### src/rtl/wvas_pkg.sv
// Shared types and codes for the wind vane angle and sector block.
package wvas_pkg;

    localparam logic [1:0] REQ_MEASURE   = 2'd0;
    localparam logic [1:0] REQ_CAL_NORTH = 2'd1;
    localparam logic [1:0] REQ_CAL_SCALE = 2'd2;

    localparam logic [7:0] SETTLE_RESET = 8'd250;

    typedef enum logic [1:0] {
        ST_IDLE,
        ST_DIV,
        ST_WRAP,
        ST_DONE
    } state_t;

    typedef struct packed {
        logic load;
        logic step;
        logic wrap;
        logic finish;
    } cmd_t;

    typedef struct packed {
        logic div_last;
        logic out_free;
    } status_t;

endpackage

### src/rtl/wvas_ctrl.sv
// Sequencer for one word: capture, divide, wrap, deliver.
module wvas_ctrl
    import wvas_pkg::*;
(
    input  logic    clk,
    input  logic    rst_n,
    input  logic    in_valid,
    output logic    in_ready,
    input  status_t status,
    output cmd_t    cmd
);

    state_t state_reg;
    state_t state_next;

    always_ff @(posedge clk or negedge rst_n)
    begin
        if (!rst_n)
        begin
            state_reg <= ST_IDLE;
        end
        else
        begin
            state_reg <= state_next;
        end
    end

    always_comb
    begin
        state_next = state_reg;
        unique case (state_reg)
            ST_IDLE:
            begin
                if (in_valid)
                begin
                    state_next = ST_DIV;
                end
            end
            ST_DIV:
            begin
                if (status.div_last)
                begin
                    state_next = ST_WRAP;
                end
            end
            ST_WRAP:
            begin
                state_next = ST_DONE;
            end
            ST_DONE:
            begin
                if (status.out_free)
                begin
                    state_next = ST_IDLE;
                end
            end
            default:
            begin
                state_next = ST_IDLE;
            end
        endcase
    end

    always_comb
    begin
        in_ready   = 1'b0;
        cmd        = '0;
        unique case (state_reg)
            ST_IDLE:
            begin
                in_ready = 1'b1;
                cmd.load = in_valid;
            end
            ST_DIV:
            begin
                cmd.step = 1'b1;
            end
            ST_WRAP:
            begin
                cmd.wrap = 1'b1;
            end
            ST_DONE:
            begin
                cmd.finish = status.out_free;
            end
            default:
            begin
                in_ready = 1'b0;
            end
        endcase
    end

endmodule

### src/rtl/wvas_dp.sv
// Datapath: scaling divider, offset wrap, sector, calibration state and result register.
module wvas_dp
    import wvas_pkg::*;
#(
    parameter int SAMPLE_BITS     = 12,
    parameter int ANGLE_FRAC_BITS = 7,
    parameter int ANGLE_BITS      = 9 + ANGLE_FRAC_BITS
)
(
    input  logic                   clk,
    input  logic                   rst_n,
    input  logic                   cfg_we,
    input  logic [7:0]             cfg_data,
    input  logic [1:0]             req_type,
    input  logic [SAMPLE_BITS-1:0] sample,
    input  cmd_t                   cmd,
    output status_t                status,
    output logic                   out_valid,
    input  logic                   out_ready,
    output logic [ANGLE_BITS-1:0]  angle,
    output logic [3:0]             sector,
    output logic                   over_range,
    output logic                   calib_done
);

    localparam int QW      = ANGLE_BITS;
    localparam int SB      = SAMPLE_BITS;
    localparam int DW      = SB + QW;
    localparam int CW      = $clog2(QW);
    localparam int FT_I    = 360 << ANGLE_FRAC_BITS;
    localparam int SPAN_I  = FT_I / 16;
    localparam int HALF_I  = FT_I / 32;
    localparam logic [QW-1:0] FULL_TURN = QW'(FT_I);
    localparam logic [CW-1:0] LAST_STEP = CW'(QW - 1);

    logic [7:0]         settle_reg;
    logic [SB-1:0]      full_scale_reg;
    logic signed [QW:0] offset_reg;
    logic [SB-1:0]      cal_max_reg;
    logic [7:0]         cal_count_reg;
    logic               cal_active_reg;

    logic [1:0]         req_reg;
    logic [SB-1:0]      sample_reg;
    logic               over_reg;
    logic               zero_reg;
    logic [SB-1:0]      rem_reg;
    logic [QW-1:0]      dvd_reg;
    logic [QW-1:0]      quot_reg;
    logic [CW-1:0]      cnt_reg;
    logic [QW-1:0]      angle_reg;

    logic               out_valid_reg;
    logic [QW-1:0]      angle_out_reg;
    logic [3:0]         sector_out_reg;
    logic               over_out_reg;
    logic               done_out_reg;

    logic [DW-1:0]      prod;
    logic [SB:0]        trial;
    logic               trial_ge;
    logic [QW-1:0]      raw;
    logic signed [QW+1:0] wsum;
    logic signed [QW+1:0] wadj;
    logic [3:0]         sector_next;

    logic [SB-1:0]      cm;
    logic [7:0]         cc;
    logic [8:0]         cnext;

    assign prod     = DW'(sample) * DW'(FULL_TURN);
    assign trial    = {rem_reg, dvd_reg[QW-1]};
    assign trial_ge = trial >= {1'b0, full_scale_reg};
    assign raw      = (over_reg || zero_reg) ? '0 : quot_reg;

    assign wsum = $signed({2'b00, raw}) + $signed({offset_reg[QW], offset_reg});

    always_comb
    begin
        wadj = wsum;
        if (wsum >= $signed({2'b00, FULL_TURN}))
        begin
            wadj = wsum - $signed({2'b00, FULL_TURN});
        end
        else if (wsum < 0)
        begin
            wadj = wsum + $signed({2'b00, FULL_TURN});
        end
    end

    always_comb
    begin
        logic [QW:0] thr;
        sector_next = '0;
        for (int k = 1; k <= 16; k++)
        begin
            thr = (QW + 1)'(k * SPAN_I - HALF_I);
            if ({1'b0, angle_reg} >= thr)
            begin
                sector_next = 4'(k);
            end
        end
    end

    always_comb
    begin
        cm    = cal_active_reg ? cal_max_reg : '0;
        cc    = cal_active_reg ? cal_count_reg : '0;
        if (sample_reg > cm)
        begin
            cm = sample_reg;
        end
        cnext = {1'b0, cc} + 9'd1;
    end

    assign status.div_last = cnt_reg == LAST_STEP;
    assign status.out_free = !out_valid_reg || out_ready;

    // Control and persistent state
    always_ff @(posedge clk or negedge rst_n)
    begin
        if (!rst_n)
        begin
            settle_reg     <= SETTLE_RESET;
            full_scale_reg <= '1;
            offset_reg     <= '0;
            cal_max_reg    <= '0;
            cal_count_reg  <= '0;
            cal_active_reg <= 1'b0;
            cnt_reg        <= '0;
            out_valid_reg  <= 1'b0;
        end
        else
        begin
            if (cfg_we)
            begin
                settle_reg <= cfg_data;
            end
            if (cmd.load)
            begin
                cnt_reg <= '0;
            end
            else if (cmd.step)
            begin
                cnt_reg <= cnt_reg + 1'b1;
            end
            if (cmd.finish)
            begin
                out_valid_reg <= 1'b1;
                if (req_reg == REQ_CAL_NORTH)
                begin
                    offset_reg <= $signed((QW + 1)'(0) - {1'b0, raw});
                end
                else if (req_reg == REQ_CAL_SCALE)
                begin
                    if (sample_reg < cm)
                    begin
                        if (cnext > {1'b0, settle_reg})
                        begin
                            full_scale_reg <= cm;
                            cal_max_reg    <= '0;
                            cal_count_reg  <= '0;
                            cal_active_reg <= 1'b0;
                        end
                        else
                        begin
                            cal_max_reg    <= cm;
                            cal_count_reg  <= cnext[7:0];
                            cal_active_reg <= 1'b1;
                        end
                    end
                    else
                    begin
                        cal_max_reg    <= cm;
                        cal_count_reg  <= '0;
                        cal_active_reg <= 1'b1;
                    end
                end
            end
            else if (out_ready)
            begin
                out_valid_reg <= 1'b0;
            end
        end
    end

    // Payload
    always_ff @(posedge clk)
    begin
        if (cmd.load)
        begin
            req_reg    <= req_type;
            sample_reg <= sample;
            over_reg   <= sample > full_scale_reg;
            zero_reg   <= full_scale_reg == '0;
            rem_reg    <= prod[DW-1:QW];
            dvd_reg    <= prod[QW-1:0];
        end
        else if (cmd.step)
        begin
            rem_reg  <= trial_ge ? SB'(trial - {1'b0, full_scale_reg}) : trial[SB-1:0];
            dvd_reg  <= {dvd_reg[QW-2:0], 1'b0};
            quot_reg <= {quot_reg[QW-2:0], trial_ge};
        end
        if (cmd.wrap)
        begin
            angle_reg <= (req_reg == REQ_MEASURE && !over_reg) ? wadj[QW-1:0] : '0;
        end
        if (cmd.finish)
        begin
            angle_out_reg  <= angle_reg;
            sector_out_reg <= (req_reg == REQ_MEASURE && sector_next != 4'd0
                               && !({1'b0, angle_reg} >= (QW + 1)'(16 * SPAN_I - HALF_I)))
                              ? sector_next : 4'd0;
            over_out_reg   <= (req_reg == REQ_MEASURE || req_reg == REQ_CAL_NORTH) && over_reg;
            done_out_reg   <= req_reg == REQ_CAL_SCALE && sample_reg < cm
                              && cnext > {1'b0, settle_reg};
        end
    end

    assign out_valid  = out_valid_reg;
    assign angle      = angle_out_reg;
    assign sector     = sector_out_reg;
    assign over_range = over_out_reg;
    assign calib_done = done_out_reg;

endmodule

### src/rtl/wind_vane_angle_and_sector.sv
// Top level of the wind vane angle and sector block.
//
// Input channel: in_valid/in_ready carry one word of req_type and sample.
// Output channel: out_valid/out_ready carry one word of angle, sector,
// over_range and calib_done for every input word, in order.
// Configuration: cfg_we writes cfg_data into settle_count at once.
//
// A word is taken in the idle cycle, then a restoring divider by the
// stored full scale runs one quotient bit per cycle (9 + ANGLE_FRAC_BITS
// quotient bits), then the wrap state adds and wraps the north offset and
// the done state forms the sector and loads the result register once it
// is free. A new word is accepted only after the previous word has loaded
// the result register.
// A result waiting in the output register does not block the next word;
// that word is held at its last step until the register is free.
//
// Reset empties the result register, sets full scale to all ones,
// clears the north offset and calibration, and sets settle_count to 250.
module wind_vane_angle_and_sector
    import wvas_pkg::*;
#(
    parameter int SAMPLE_BITS     = 12,
    parameter int ANGLE_FRAC_BITS = 7
)
(
    input  logic                         clk,
    input  logic                         rst_n,
    input  logic                         cfg_we,
    input  logic [7:0]                   cfg_data,
    input  logic                         in_valid,
    output logic                         in_ready,
    input  logic [1:0]                   req_type,
    input  logic [SAMPLE_BITS-1:0]       sample,
    output logic                         out_valid,
    input  logic                         out_ready,
    output logic [8+ANGLE_FRAC_BITS:0]   angle,
    output logic [3:0]                   sector,
    output logic                         over_range,
    output logic                         calib_done
);

    cmd_t    cmd;
    status_t status;

    wvas_ctrl u_ctrl (
        .clk      (clk),
        .rst_n    (rst_n),
        .in_valid (in_valid),
        .in_ready (in_ready),
        .status   (status),
        .cmd      (cmd)
    );

    wvas_dp #(
        .SAMPLE_BITS     (SAMPLE_BITS),
        .ANGLE_FRAC_BITS (ANGLE_FRAC_BITS),
        .ANGLE_BITS      (9 + ANGLE_FRAC_BITS)
    ) u_dp (
        .clk        (clk),
        .rst_n      (rst_n),
        .cfg_we     (cfg_we),
        .cfg_data   (cfg_data),
        .req_type   (req_type),
        .sample     (sample),
        .cmd        (cmd),
        .status     (status),
        .out_valid  (out_valid),
        .out_ready  (out_ready),
        .angle      (angle),
        .sector     (sector),
        .over_range (over_range),
        .calib_done (calib_done)
    );

endmodule
### config.mk
export PLATFORM = sky130hd
export DESIGN_NAME = wind_vane_angle_and_sector
export DESIGN_NICKNAME = d
export VERILOG_FILES = /design/src/rtl/wvas_pkg.sv /design/src/rtl/wvas_ctrl.sv /design/src/rtl/wvas_dp.sv /design/src/rtl/wind_vane_angle_and_sector.sv
export SDC_FILE = /design/constraint.sdc
export NUM_CORES = 1
export LEC_CHECK = 0
export CAP_MARGIN = 20
export CORE_UTILIZATION = 65
export DETAILED_ROUTE_END_ITERATION = 10
export DONT_BUFFER_PORTS = 1
export PLACE_DENSITY = 0.81
export SETUP_SLACK_MARGIN = 0.5
export SYNTH_ARGS = -nofsm -noshare
export SYNTH_HDL_FRONTEND = slang
export SYNTH_SLANG_ARGS = --single-unit
### constraint.sdc
create_clock -name clk -period 6.2 [get_ports clk]
set_clock_uncertainty 0.05 [all_clocks]
set_input_delay 1.24 -clock clk [delete_from_list [all_inputs] [get_ports clk]]
set_output_delay 1.24 -clock clk [all_outputs]
set_load 0.01 [all_outputs]
==> results of run 1 <==
==> cells in the mapped netlist, drive strengths merged, types with 13 or more instances <==
master,n
o21ai,62
mux2i,30
ha,114
nand2,110
nand3,17
nor3,19
or3,15
a21o,21
dfrtp,47
a21oi,61
edfxtp,88
fa,20
and2,16
a211oi,13
clkbuf,29
xor2,16
nand4,18
inv,101
and3,13
nor2b,15
xnor2,29
o21a,15
a22o,22
nor2,85
dfstp,18
==> cells by family after synthesis <==
kind of cell    count (synthesis)  synth area share, %
flops                         153                 39.8
mux                            34                 3.20
xor+xnor                       45                 3.66
compound gates                259                 16.3
buf+inv                       137                 4.87
simple gates                  344                 15.3
fa+ha+maj                     134                 16.9
==> layer usage <==
metal  track usage (%)  vias to the layer above  wire (um)
met2              53.3                      238      12300
met4              10.2                        0        513
met3              5.74                       51       1170
met1              35.2                     3926       9860
met5                 0                        -          0
li1                  -                     3951          -
==> power groups by stage <==
stage / combinational [W] / sequential, W / clock [W]
finish: 0.00253 / 0.00185 / 0.00103
global route: 0.00284 / 0.00189 / 0.00108
CTS: 0.00252 / 0.00185 / 0.00104
detailed placement: 0.00247 / 0.00186 / 0
global placement: 0.00239 / 0.00185 / 0
floorplan: 0.00202 / 0.00173 / 0
==> stage by stage <==
| step | std cells | total power (W) |
|---|---|---|
| 2_1_floorplan | 1106 | 0.00375 |
| 3_3_place_gp | 1292 | 0.00424 |
| 3_5_place_dp | 1292 | 0.00433 |
| 4_1_cts | 1324 | 0.00540 |
| 5_1_grt | 1327 | 0.00581 |
| 6_report | 1327 | 0.00541 |
==> path summary, 6_finish.rpt <==
path | end | depth (start not counted) | slack (ns)
worst max-delay path | u_dp.cal_count_reg[7]$_DFFE_PN0P_ | 19 | 1.11
worst min-delay path | u_dp.quot_reg[10]$_DFFE_PP_ | 0 | 0.40
worst max register to register | u_dp.cal_count_reg[7]$_DFFE_PN0P_ | 19 | 1.11
worst min register to register | u_dp.quot_reg[10]$_DFFE_PP_ | 0 | 0.40
max in group asynchronous | u_dp.settle_reg[6]$_DFFE_PN1P_ | 0 | 5.43
min in group asynchronous | u_dp.offset_reg[14]$_DFFE_PN0P_ | 0 | 0.44
==> cell type report <==
type	instances	area share, %
Timing Repair Buffer	9	0.628
Tap cell	216	2.34
Multi-Input combinational cell	816	51.6
Inverter	101	3.28
Clock buffer	18	3.71
Clock inverter	14	1.25
Sequential cell	153	37.1
==> critical path, cell delays in order (launching register included) <==
cell       delay (ns)
dfrtp_1          0.69
nand2_1          0.16
ha_1             0.35
a21o_1           0.12
a21o_1           0.11
a21oi_1          0.07
o21ai_0          0.15
a2bb2oi_1        0.29
buf_4            0.31
nor2_1           0.06
a21oi_1          0.33
ha_1             0.33
a21o_1           0.17
a21o_1           0.16
a21o_1           0.17
a21o_1           0.18
a21o_1           0.20
a211oi_1         0.36
nor3b_2          0.55
a22o_1           0.22
==> impl_metrics.env, run 1 <==
export IMPL_cts_root_buf="clkbuf_16"
export IMPL_grt_util_all_layers_pct=29.6
export IMPL_mappedNetlistNets=1267
export IMPL_place_congestion=0.880
export IMPL_holdCritPathClass="register to register"
export IMPL_worst_slew_pin_slew_ns=0.921
export IMPL_synth_largest_area_cell="edfxtp_1"
export IMPL_switching_share_pct=41.4
export IMPL_crit_path_start_kind="register"
export IMPL_route_detailed_wl_per_inst_um=18.0
export IMPL_hold_buffer_count_at_cts=0
export IMPL_final_report_hold_violation_count=0
export IMPL_critical_path_startpoint="u_dp.cal_active_reg$_DFFE_PN0P_"
export IMPL_worst_skew_pair_late_latency_ns=0.43
export IMPL_cts_tree="yes"
export IMPL_finalInstanceArea_um2=11600
export IMPL_rsz_0062_raised_after_global_routing="no"
export IMPL_synthesis_area_um2=10800
export IMPL_synthesis_instances=1106
export IMPL_dr_first_iter_drc_count=460
export IMPL_worstPathArrival_ns=5.41
export IMPL_worstHoldStart="u_dp.quot_reg[9]$_DFFE_PP_"
export IMPL_mostFrequentLayoutCell="ha_1"
export IMPL_pre_cts_slack_ns=1.35
export IMPL_htreeDepth=4
export IMPL_vias_per_std_cell=6.15
export IMPL_multi_input_comb_area_um2=5970
export IMPL_chipWidth_um=131
export IMPL_initial_utilization_pct=67.1
export IMPL_time_the_final_worst_path_needs_with_i_o_delays_and_setup_ns=5.09
export IMPL_finalWirelength_mm=23.8
export IMPL_end_kind="register"
export IMPL_first_global_vias=8103
export IMPL_final_util_pct=71.9
export IMPL_synthTopCellsByArea="edfxtp_1, ha_1, dfrtp_1"
export IMPL_synth_warnings=0
export IMPL_grt_start_max_net_pins=66
export IMPL_clockPowerShare_pct=19.1
export IMPL_die_height_um=131
export IMPL_max_vdd_ir_drop_mv=0.251
export IMPL_rr_startpoint="u_dp.cal_active_reg$_DFFE_PN0P_"
export IMPL_fin_crit_sh_pct=82.2
export IMPL_finalHoldWorstSlack_ns=0.401
export IMPL_layout_area_overhead_vs_synth_pct=7.14
export IMPL_finalWorstSetupSlack_ns=1.11
export IMPL_clk_path_buf_depth=2
export IMPL_synth_top_cell_area_share_pct=24.5
export IMPL_num_rows=46
export IMPL_post_synth_num_cell_types=68
export IMPL_route_detailed_drc=0
export IMPL_cts_post_setup_buffers_inserted=0
export IMPL_power_leakage_nw=5.35
export IMPL_layout_drive_gt1_share_pct=6.75
export IMPL_netSwitchingPower_w=0.00224
export IMPL_net_count_final=1259
export IMPL_grt_pass1_wl_mm=39.0
export IMPL_fp_dieArea_um2=17100
export IMPL_drt_antenna_violating_nets=0
export IMPL_max_cap_violations=0
export IMPL_dr_pass1_iters=5
export IMPL_p_int_w=0.00317
export IMPL_cts_made_buffers=17
export IMPL_share_seq_of_total_power_pct=34.2
export IMPL_globalRoute_totalOverflow=0
export IMPL_async_set_or_reset_flop_fraction_in_the_synthesized_netlist_pct=42.5
export IMPL_worst_endpoint_required_ns=6.52
export IMPL_flip_flop_and_latch_count_after_synthesis=153
export IMPL_clock_sinks=153
export IMPL_worstPathMaxFanout=24
export IMPL_io_pin_count=51
export IMPL_layout_cells_most_common_list="ha_1, nand2_1, inv_1"
export IMPL_timing_fmax_ghz=0.196
export IMPL_clkSlewWorstSetupHoldPaths_ns=0.07
export IMPL_seq_area_frac_synth_pct=39.8
export IMPL_post_dp_cell_area_um2=11000
export IMPL_sequential_cell_area_um2=4290
export IMPL_routed_via_count=8166
export IMPL_grt_antenna_before_repair=0
export IMPL_fillCellCount=1166
export IMPL_largest_register_ff_count=32
export IMPL_post_cts_resized_instances=0
export IMPL_timing_max_transition_violations_final=0
export IMPL_setup_viol_count_final=0
export IMPL_slew_headroom_pct=38.6
export IMPL_pwr_density_cell_nw_per_um2=469
export IMPL_run_status="finished clean"
export IMPL_ys_dominant_reg_cell="edfxtp_1"
export IMPL_final_setup_tns_ns=0
export IMPL_antennaDiodeCount=0
export IMPL_placement_io_buffers=0
export IMPL_timing_worst_setup_path_type="register to register"
export IMPL_share_comb_of_total_power_pct=46.7
export IMPL_dp_hpwl_mm=17.8
export IMPL_avgSynthCellArea_um2=9.75
export IMPL_synth_edf_count=88
export IMPL_core_area_um2=16100
Note: power is estimated with default switching activity, not from simulation.
==> run 2: changes to the inputs <==
Settings changed: ABC_AREA set to 1, CORE_UTILIZATION 65 to 59, PLACE_DENSITY 0.81 to 0.78.
Clock period 6.2 ns to 4.32 ns, I/O delays scaled along.
==> impl_metrics.env, run 2 <==
export IMPL_run_status="finished clean"
export IMPL_pwr_density_cell_nw_per_um2=647
export IMPL_seq_area_frac_synth_pct=38.2
export IMPL_report_power_total_w=0.00793
export IMPL_async_set_or_reset_flop_fraction_in_the_synthesized_netlist_pct=42.5
export IMPL_post_dp_cell_area_um2=11600
export IMPL_layout_area_overhead_vs_synth_pct=9.20
export IMPL_time_the_final_worst_path_needs_with_i_o_delays_and_setup_ns=3.74
export IMPL_worst_slew_pin_slew_ns=0.833
export IMPL_timing_worst_setup_path_type="input pin to register"
export IMPL_final_setup_tns_ns=0
export IMPL_placement_io_buffers=0
export IMPL_peak_per_stage_delay_on_the_critical_path_ns=0.51
export IMPL_holdCritPathClass="input pin to asynchronous set/reset pin"
export IMPL_post_synth_xor_area_fraction_pct=3.04
export IMPL_route_detailed_drc=0
export IMPL_synthesis_area_um2=11200
export IMPL_die_height_um=140
export IMPL_post_synth_num_cell_types=54
export IMPL_final_report_hold_violation_count=0
export IMPL_antennaDiodeCount=0
export IMPL_grt_start_max_net_pins=66
export IMPL_synth_warnings=0
export IMPL_yosys_cell_count_top_type="nand2_1"
export IMPL_vias_per_std_cell=5.49
export IMPL_path_cells="ha_1, inv_1, fa_1, fa_1, inv_1, ha_4, a21oi_1, nand2_1, nand2_1, o211ai_1, a21oi_1, o21bai_2, buf_4, xnor2_1, a22oi_1"
export IMPL_net_count_final=1577
export IMPL_slew_headroom_pct=44.4
export IMPL_initial_utilization_pct=60.0
export IMPL_synth_compound_area_share_pct=11.5
export IMPL_fin_crit_sh_pct=86.6
export IMPL_routed_via_count=9134
export IMPL_synth_fa_ha_area_share_pct=16.3
export IMPL_clkSlewWorstSetupHoldPaths_ns=0.06
export IMPL_worst_endpoint_required_ns=4.43
export IMPL_cts_made_buffers=17
export IMPL_timing_max_transition_violations_final=0
export IMPL_combinational_family_with_the_most_area_after_synthesis="simple AND/OR/NAND/NOR gates"
export IMPL_chipWidth_um=140
export IMPL_cpMaxStageDelayCell="fa_1"
export IMPL_dp_hpwl_mm=18.4
export IMPL_place_congestion=0.928
export IMPL_synthTopCellsByArea="edfxtp_1, ha_1, nand2_1"
export IMPL_dr_pass1_iters=5
export IMPL_grt_pass1_wl_mm=40.3
export IMPL_layout_cells_most_common_list="nand2_1, inv_1, nor2_1"
export IMPL_power_leakage_nw=5.92
export IMPL_dr_first_iter_drc_count=689
export IMPL_fillCellCount=1536
export IMPL_synthesis_instances=1402
export IMPL_critical_path_buf_inv_count=3
export IMPL_hold_buffer_count_at_cts=0
export IMPL_final_util_pct=65.6
export IMPL_grt_util_all_layers_pct=25.7
export IMPL_io_pin_count=51
export IMPL_end_kind="register"
export IMPL_first_global_vias=8723
export IMPL_globalRoute_totalOverflow=0
export IMPL_mostFrequentLayoutCell="nand2_1"
export IMPL_synth_largest_area_cell="edfxtp_1"
export IMPL_fp_dieArea_um2=19600
export IMPL_avgSynthCellArea_um2=8.01
export IMPL_flip_flop_and_latch_count_after_synthesis=153
export IMPL_route_detailed_wl_per_inst_um=14.5
export IMPL_core_area_um2=18700
export IMPL_mappedNetlistNets=1563
export IMPL_finalWirelength_mm=24.2
export IMPL_cts_root_buf="clkbuf_16"
export IMPL_clk_path_buf_depth=2
export IMPL_drt_antenna_violating_nets=0
export IMPL_cts_tree="yes"
export IMPL_post_synth_mux_area_share_pct=0.100
export IMPL_synth_top_cells_by_count="nand2_1, inv_1, ha_1"
export IMPL_ys_dominant_reg_cell="edfxtp_1"
export IMPL_worstPathMaxFanout=5
export IMPL_setup_viol_count_final=0
export IMPL_synth_edf_count=88
export IMPL_cpLargestDelayFamily="adder cells"
export IMPL_htreeDepth=4
export IMPL_worst_skew_pair_late_latency_ns=0.43
export IMPL_crit_path_start_kind="input pin"
export IMPL_num_rows=50
export IMPL_worstPathArrival_ns=3.85
export IMPL_grt_antenna_before_repair=0
export IMPL_synth_simple_gate_area_share_pct=22.4
export IMPL_synth_top_cell_area_share_pct=23.5
export IMPL_clock_sinks=153
export IMPL_layout_drive_gt1_share_pct=9.31
export IMPL_max_vdd_ir_drop_mv=0.472
export IMPL_finalInstanceArea_um2=12300
export IMPL_rsz_0062_raised_after_global_routing="no"
export IMPL_largest_register_ff_count=32
export IMPL_timing_fmax_ghz=0.267
export IMPL_max_cap_violations=0
run 2: final timing paths:
path                                                        to  cells past startpoint                       startpoint  slack, ns
max in group asynchronous  u_dp.full_scale_reg[11]$_DFFE_PN1P_                      0                            rst_n       3.94
min in group clk                       u_dp.angle[3]$_DFFE_PP_                      0  u_dp.angle_reg[3]$_SDFFCE_PN0P_       0.37
hold / removal                 u_dp.cal_max_reg[2]$_DFFE_PN0P_                      0                            rst_n       0.08
setup reg to reg              u_dp.angle_reg[15]$_SDFFCE_PN0P_                     22          u_dp.over_reg$_DFFE_PP_       0.73
hold reg to reg                        u_dp.angle[3]$_DFFE_PP_                      0  u_dp.angle_reg[3]$_SDFFCE_PN0P_       0.37
setup / recovery                     u_dp.rem_reg[7]$_DFFE_PP_                     15                        sample[1]       0.58
run 2: cell type report:
type,count,area (um^2),area share (%)
well taps,234,293,2.39
inverters,219,822,6.70
clock buffers,22,454,3.70
repair buffers,18,168,1.37
flip-flops and latches,153,4290,35.0
multi-input cells,1007,6140,50.0
clock inverters,10,97.6,0.796
run 2: metal layers:
metal  track usage [%]  vias up  wire, um
li1                  -     4637         -
met1              36.7     4233     11700
met2              40.3      234     10700
met3              3.59       30      1450
met4              8.50        0       370
met5                 0        -         0
run 2: worst reg2reg max path, cell delays in order, from the launching register on:
cell	delay (ns)
edfxtp_1	0.41
nor2_1	0.14
buf_4	0.23
inv_2	0.10
nor2_1	0.20
ha_1	0.21
inv_1	0.06
fa_1	0.45
inv_1	0.12
nand3_1	0.11
nand3_1	0.11
nand2_1	0.07
nand2_2	0.13
inv_1	0.07
ha_1	0.22
nor2_2	0.15
nand2_1	0.07
nand2_1	0.07
nand2_2	0.07
nand2_4	0.09
inv_2	0.06
nand2_1	0.06
a21oi_1	0.07
run 2: per-stage QoR:
stage                     hold slack [ns]  setup WS (ns)  instances
final                              0.0829          0.579       1663
after global routing               0.0698          0.414       1663
after CTS                          0.0744          0.562       1656
after detailed placement            0.355          0.144       1624
after global placement              0.354          0.226       1624
after floorplan                     0.350          0.407       1402
run 2: repair_timing:
| action | 4_1_cts | 5_1_grt |
|---|---|---|
| cloned | 0 | 1 |
| gates resized for setup | 6 | 14 |
| buffers inserted | 0 | 5 |
| pin swaps | 0 | 7 |
| endpoints found under the setup margin | 31 | 35 |
run 2: where the power goes:
| group | internal [W] | switching (W) | leakage [nW] |
|---|---|---|---|
| Clock | 0.000809 | 0.000591 | 0.261 |
| Combinational | 0.00144 | 0.00246 | 4.04 |
| Sequential | 0.00225 | 0.000376 | 1.62 |
run 2: cells by family after synthesis:
logic type | count (synthesis)
xor+xnor | 39
fa+ha+maj | 134
mux | 1
buf+inv | 243
simple gates | 598
compound gates | 234
flops | 153
==> run 3: changes to the inputs <==
==> constraint.sdc (replaced) <==
create_clock -name clk -period 4.32 [get_ports clk]
set_clock_uncertainty 0.05 [all_clocks]
set_input_delay 0.216 -clock clk [delete_from_list [all_inputs] [get_ports clk]]
set_output_delay 0.216 -clock clk [all_outputs]
set_load 0.01 [all_outputs]
==> impl_metrics.env, run 3 (synthesis results as in run 2) <==
export IMPL_placement_io_buffers=0
export IMPL_cell_repeated_most_along_the_worst_path="nand2_1"
export IMPL_worstPathMaxFanout=25
export IMPL_power_leakage_nw=6.04
export IMPL_cpMaxStageDelayCell="dfrtp_2"
export IMPL_finalWirelength_mm=24.5
export IMPL_initial_utilization_pct=60.0
export IMPL_layout_area_overhead_vs_synth_pct=10.7
export IMPL_htreeDepth=4
export IMPL_route_detailed_drc=0
export IMPL_rsz_0062_raised_after_global_routing="yes"
export IMPL_timing_worst_setup_path_type="register to register"
export IMPL_io_pin_count=51
export IMPL_worst_endpoint_required_ns=4.64
export IMPL_peak_per_stage_delay_on_the_critical_path_ns=0.44
export IMPL_critical_path_buf_inv_count=6
export IMPL_timing_fmax_ghz=0.282
export IMPL_worstPathArrival_ns=3.86
export IMPL_fin_crit_sh_pct=82.0
export IMPL_dr_first_iter_drc_count=589
export IMPL_drt_antenna_violating_nets=0
export IMPL_grt_antenna_before_repair=0
export IMPL_clock_sinks=153
export IMPL_route_detailed_wl_per_inst_um=14.5
export IMPL_cpLargestDelayFamily="simple AND/OR/NAND/NOR gates"
export IMPL_mostFrequentLayoutCell="nand2_1"
export IMPL_vias_per_std_cell=5.53
export IMPL_pwr_density_cell_nw_per_um2=640
export IMPL_worst_slew_pin_slew_ns=0.872
export IMPL_path_cells="buf_2, nand2_1, inv_1, ha_1, nand2_1, nor2_1, nand3_1, nand2_4, inv_1, o21ai_0, inv_1, ha_1, nand3_1, a31oi_1, a2111oi_1, buf_4, and3_1, buf_6, nand2_1, nand2_1"
export IMPL_num_rows=50
export IMPL_fp_dieArea_um2=19600
export IMPL_setup_viol_count_final=0
export IMPL_end_kind="register"
export IMPL_fillCellCount=1556
export IMPL_pre_cts_slack_ns=0.236
export IMPL_place_congestion=0.907
export IMPL_report_power_total_w=0.00796
export IMPL_layout_drive_gt1_share_pct=7.93
export IMPL_final_setup_tns_ns=0
export IMPL_dp_hpwl_mm=18.0
export IMPL_crit_path_start_kind="register"
export IMPL_clk_path_buf_depth=2
export IMPL_globalRoute_totalOverflow=0
export IMPL_grt_start_max_net_pins=66
export IMPL_chipWidth_um=140
export IMPL_timing_max_transition_violations_final=0
export IMPL_routed_via_count=9326
export IMPL_antennaDiodeCount=0
export IMPL_clkSlewWorstSetupHoldPaths_ns=0.06
export IMPL_holdCritPathClass="input pin to register"
export IMPL_final_report_hold_violation_count=0
export IMPL_cts_root_buf="clkbuf_16"
export IMPL_net_count_final=1599
export IMPL_run_status="finished clean"
export IMPL_first_global_vias=8775
export IMPL_grt_pass1_wl_mm=41.2
export IMPL_grt_util_all_layers_pct=26.2
export IMPL_slew_headroom_pct=41.8
export IMPL_finalWorstSetupSlack_ns=0.776
export IMPL_cts_made_buffers=17
export IMPL_dr_pass1_iters=5
export IMPL_die_height_um=140
export IMPL_worst_skew_pair_late_latency_ns=0.43
export IMPL_time_the_final_worst_path_needs_with_i_o_delays_and_setup_ns=3.54
export IMPL_core_area_um2=18700
export IMPL_largest_register_ff_count=32
export IMPL_max_cap_violations=0
export IMPL_layout_cells_most_common_list="nand2_1, inv_1, ha_1"
export IMPL_cts_tree="yes"
export IMPL_max_vdd_ir_drop_mv=0.385
## run 3: layer usage
| metal | vias to the layer above | part of all wire (%) | track usage [%] |
|---|---|---|---|
| met2 | 276 | 45 | 42.0 |
| met5 | - | 0 | 0 |
| li1 | 4673 | - | - |
| met1 | 4332 | 48 | 35.9 |
| met4 | 0 | 1.7 | 8.44 |
| met3 | 45 | 5.0 | 4.68 |
## run 3: cell type report
cell class                 instances  area [um^2]  area share (%)
sequential                       153         4290            34.5
timing repair buffer              39          389            3.13
inverter                         219          822            6.62
multi-input combinational       1008         6040            48.6
clock inverter                    12          111           0.896
tap                              234          293            2.36
clock buffer                      20          478            3.85
## run 3: worst paths after layout
path / endpoint / from / slack, ns / cells past startpoint
setup reg to reg: u_dp.full_scale_reg[10]$_DFFE_PN1P_ / u_dp.cal_active_reg$_DFFE_PN0P_ / 0.78 / 20
max in group asynchronous: u_dp.full_scale_reg[6]$_DFFE_PN1P_ / rst_n / 3.63 / 2
min in group asynchronous: u_dp.cal_max_reg[3]$_DFFE_PN0P_ / rst_n / 0.27 / 2
hold / removal: u_ctrl.state_reg[1]$_DFFE_PN0P_ / in_valid / 0.13 / 3
hold reg to reg: u_dp.angle[4]$_DFFE_PP_ / u_dp.angle_reg[4]$_SDFFCE_PN0P_ / 0.37 / 0
setup / recovery: u_dp.full_scale_reg[10]$_DFFE_PN1P_ / u_dp.cal_active_reg$_DFFE_PN0P_ / 0.78 / 20
## run 3: tightest hold or removal path: stages
cell	delay, ns
o221ai_1	0.18
nor2_1	0.13
a21oi_1	0.04
## run 3: report_power, final
| part | switching [W] | total, W | internal (W) |
|---|---|---|---|
| sequential | 0.000372 | 0.00263 | 0.00225 |
| combinational | 0.00247 | 0.00385 | 0.00139 |
| clock | 0.000617 | 0.00148 | 0.000863 |
## run 3: metrics by stage
stage | area [um^2] | instances | utilization (%) | hold WS, ns
after floorplan | 11200 | 1402 | - | -0.130
after global placement | 11500 | 1621 | 61.3 | -0.126
after detailed placement | 11500 | 1621 | 61.3 | -0.125
after CTS | 12300 | 1680 | 66.0 | 0.116
after global routing | 12400 | 1685 | 66.4 | 0.117
final | 12400 | 1685 | 66.4 | 0.129
## run 3: timing repair
action | 4_1_cts | 5_1_grt
endpoints found under the hold margin | 90 | 0
setup endpoints to repair | 34 | 39
hold buffers | 26 | 0
buffers inserted | 1 | 3
pin swaps | 1 | 1
gates cloned | 0 | 2
gates resized for setup | 3 | 13
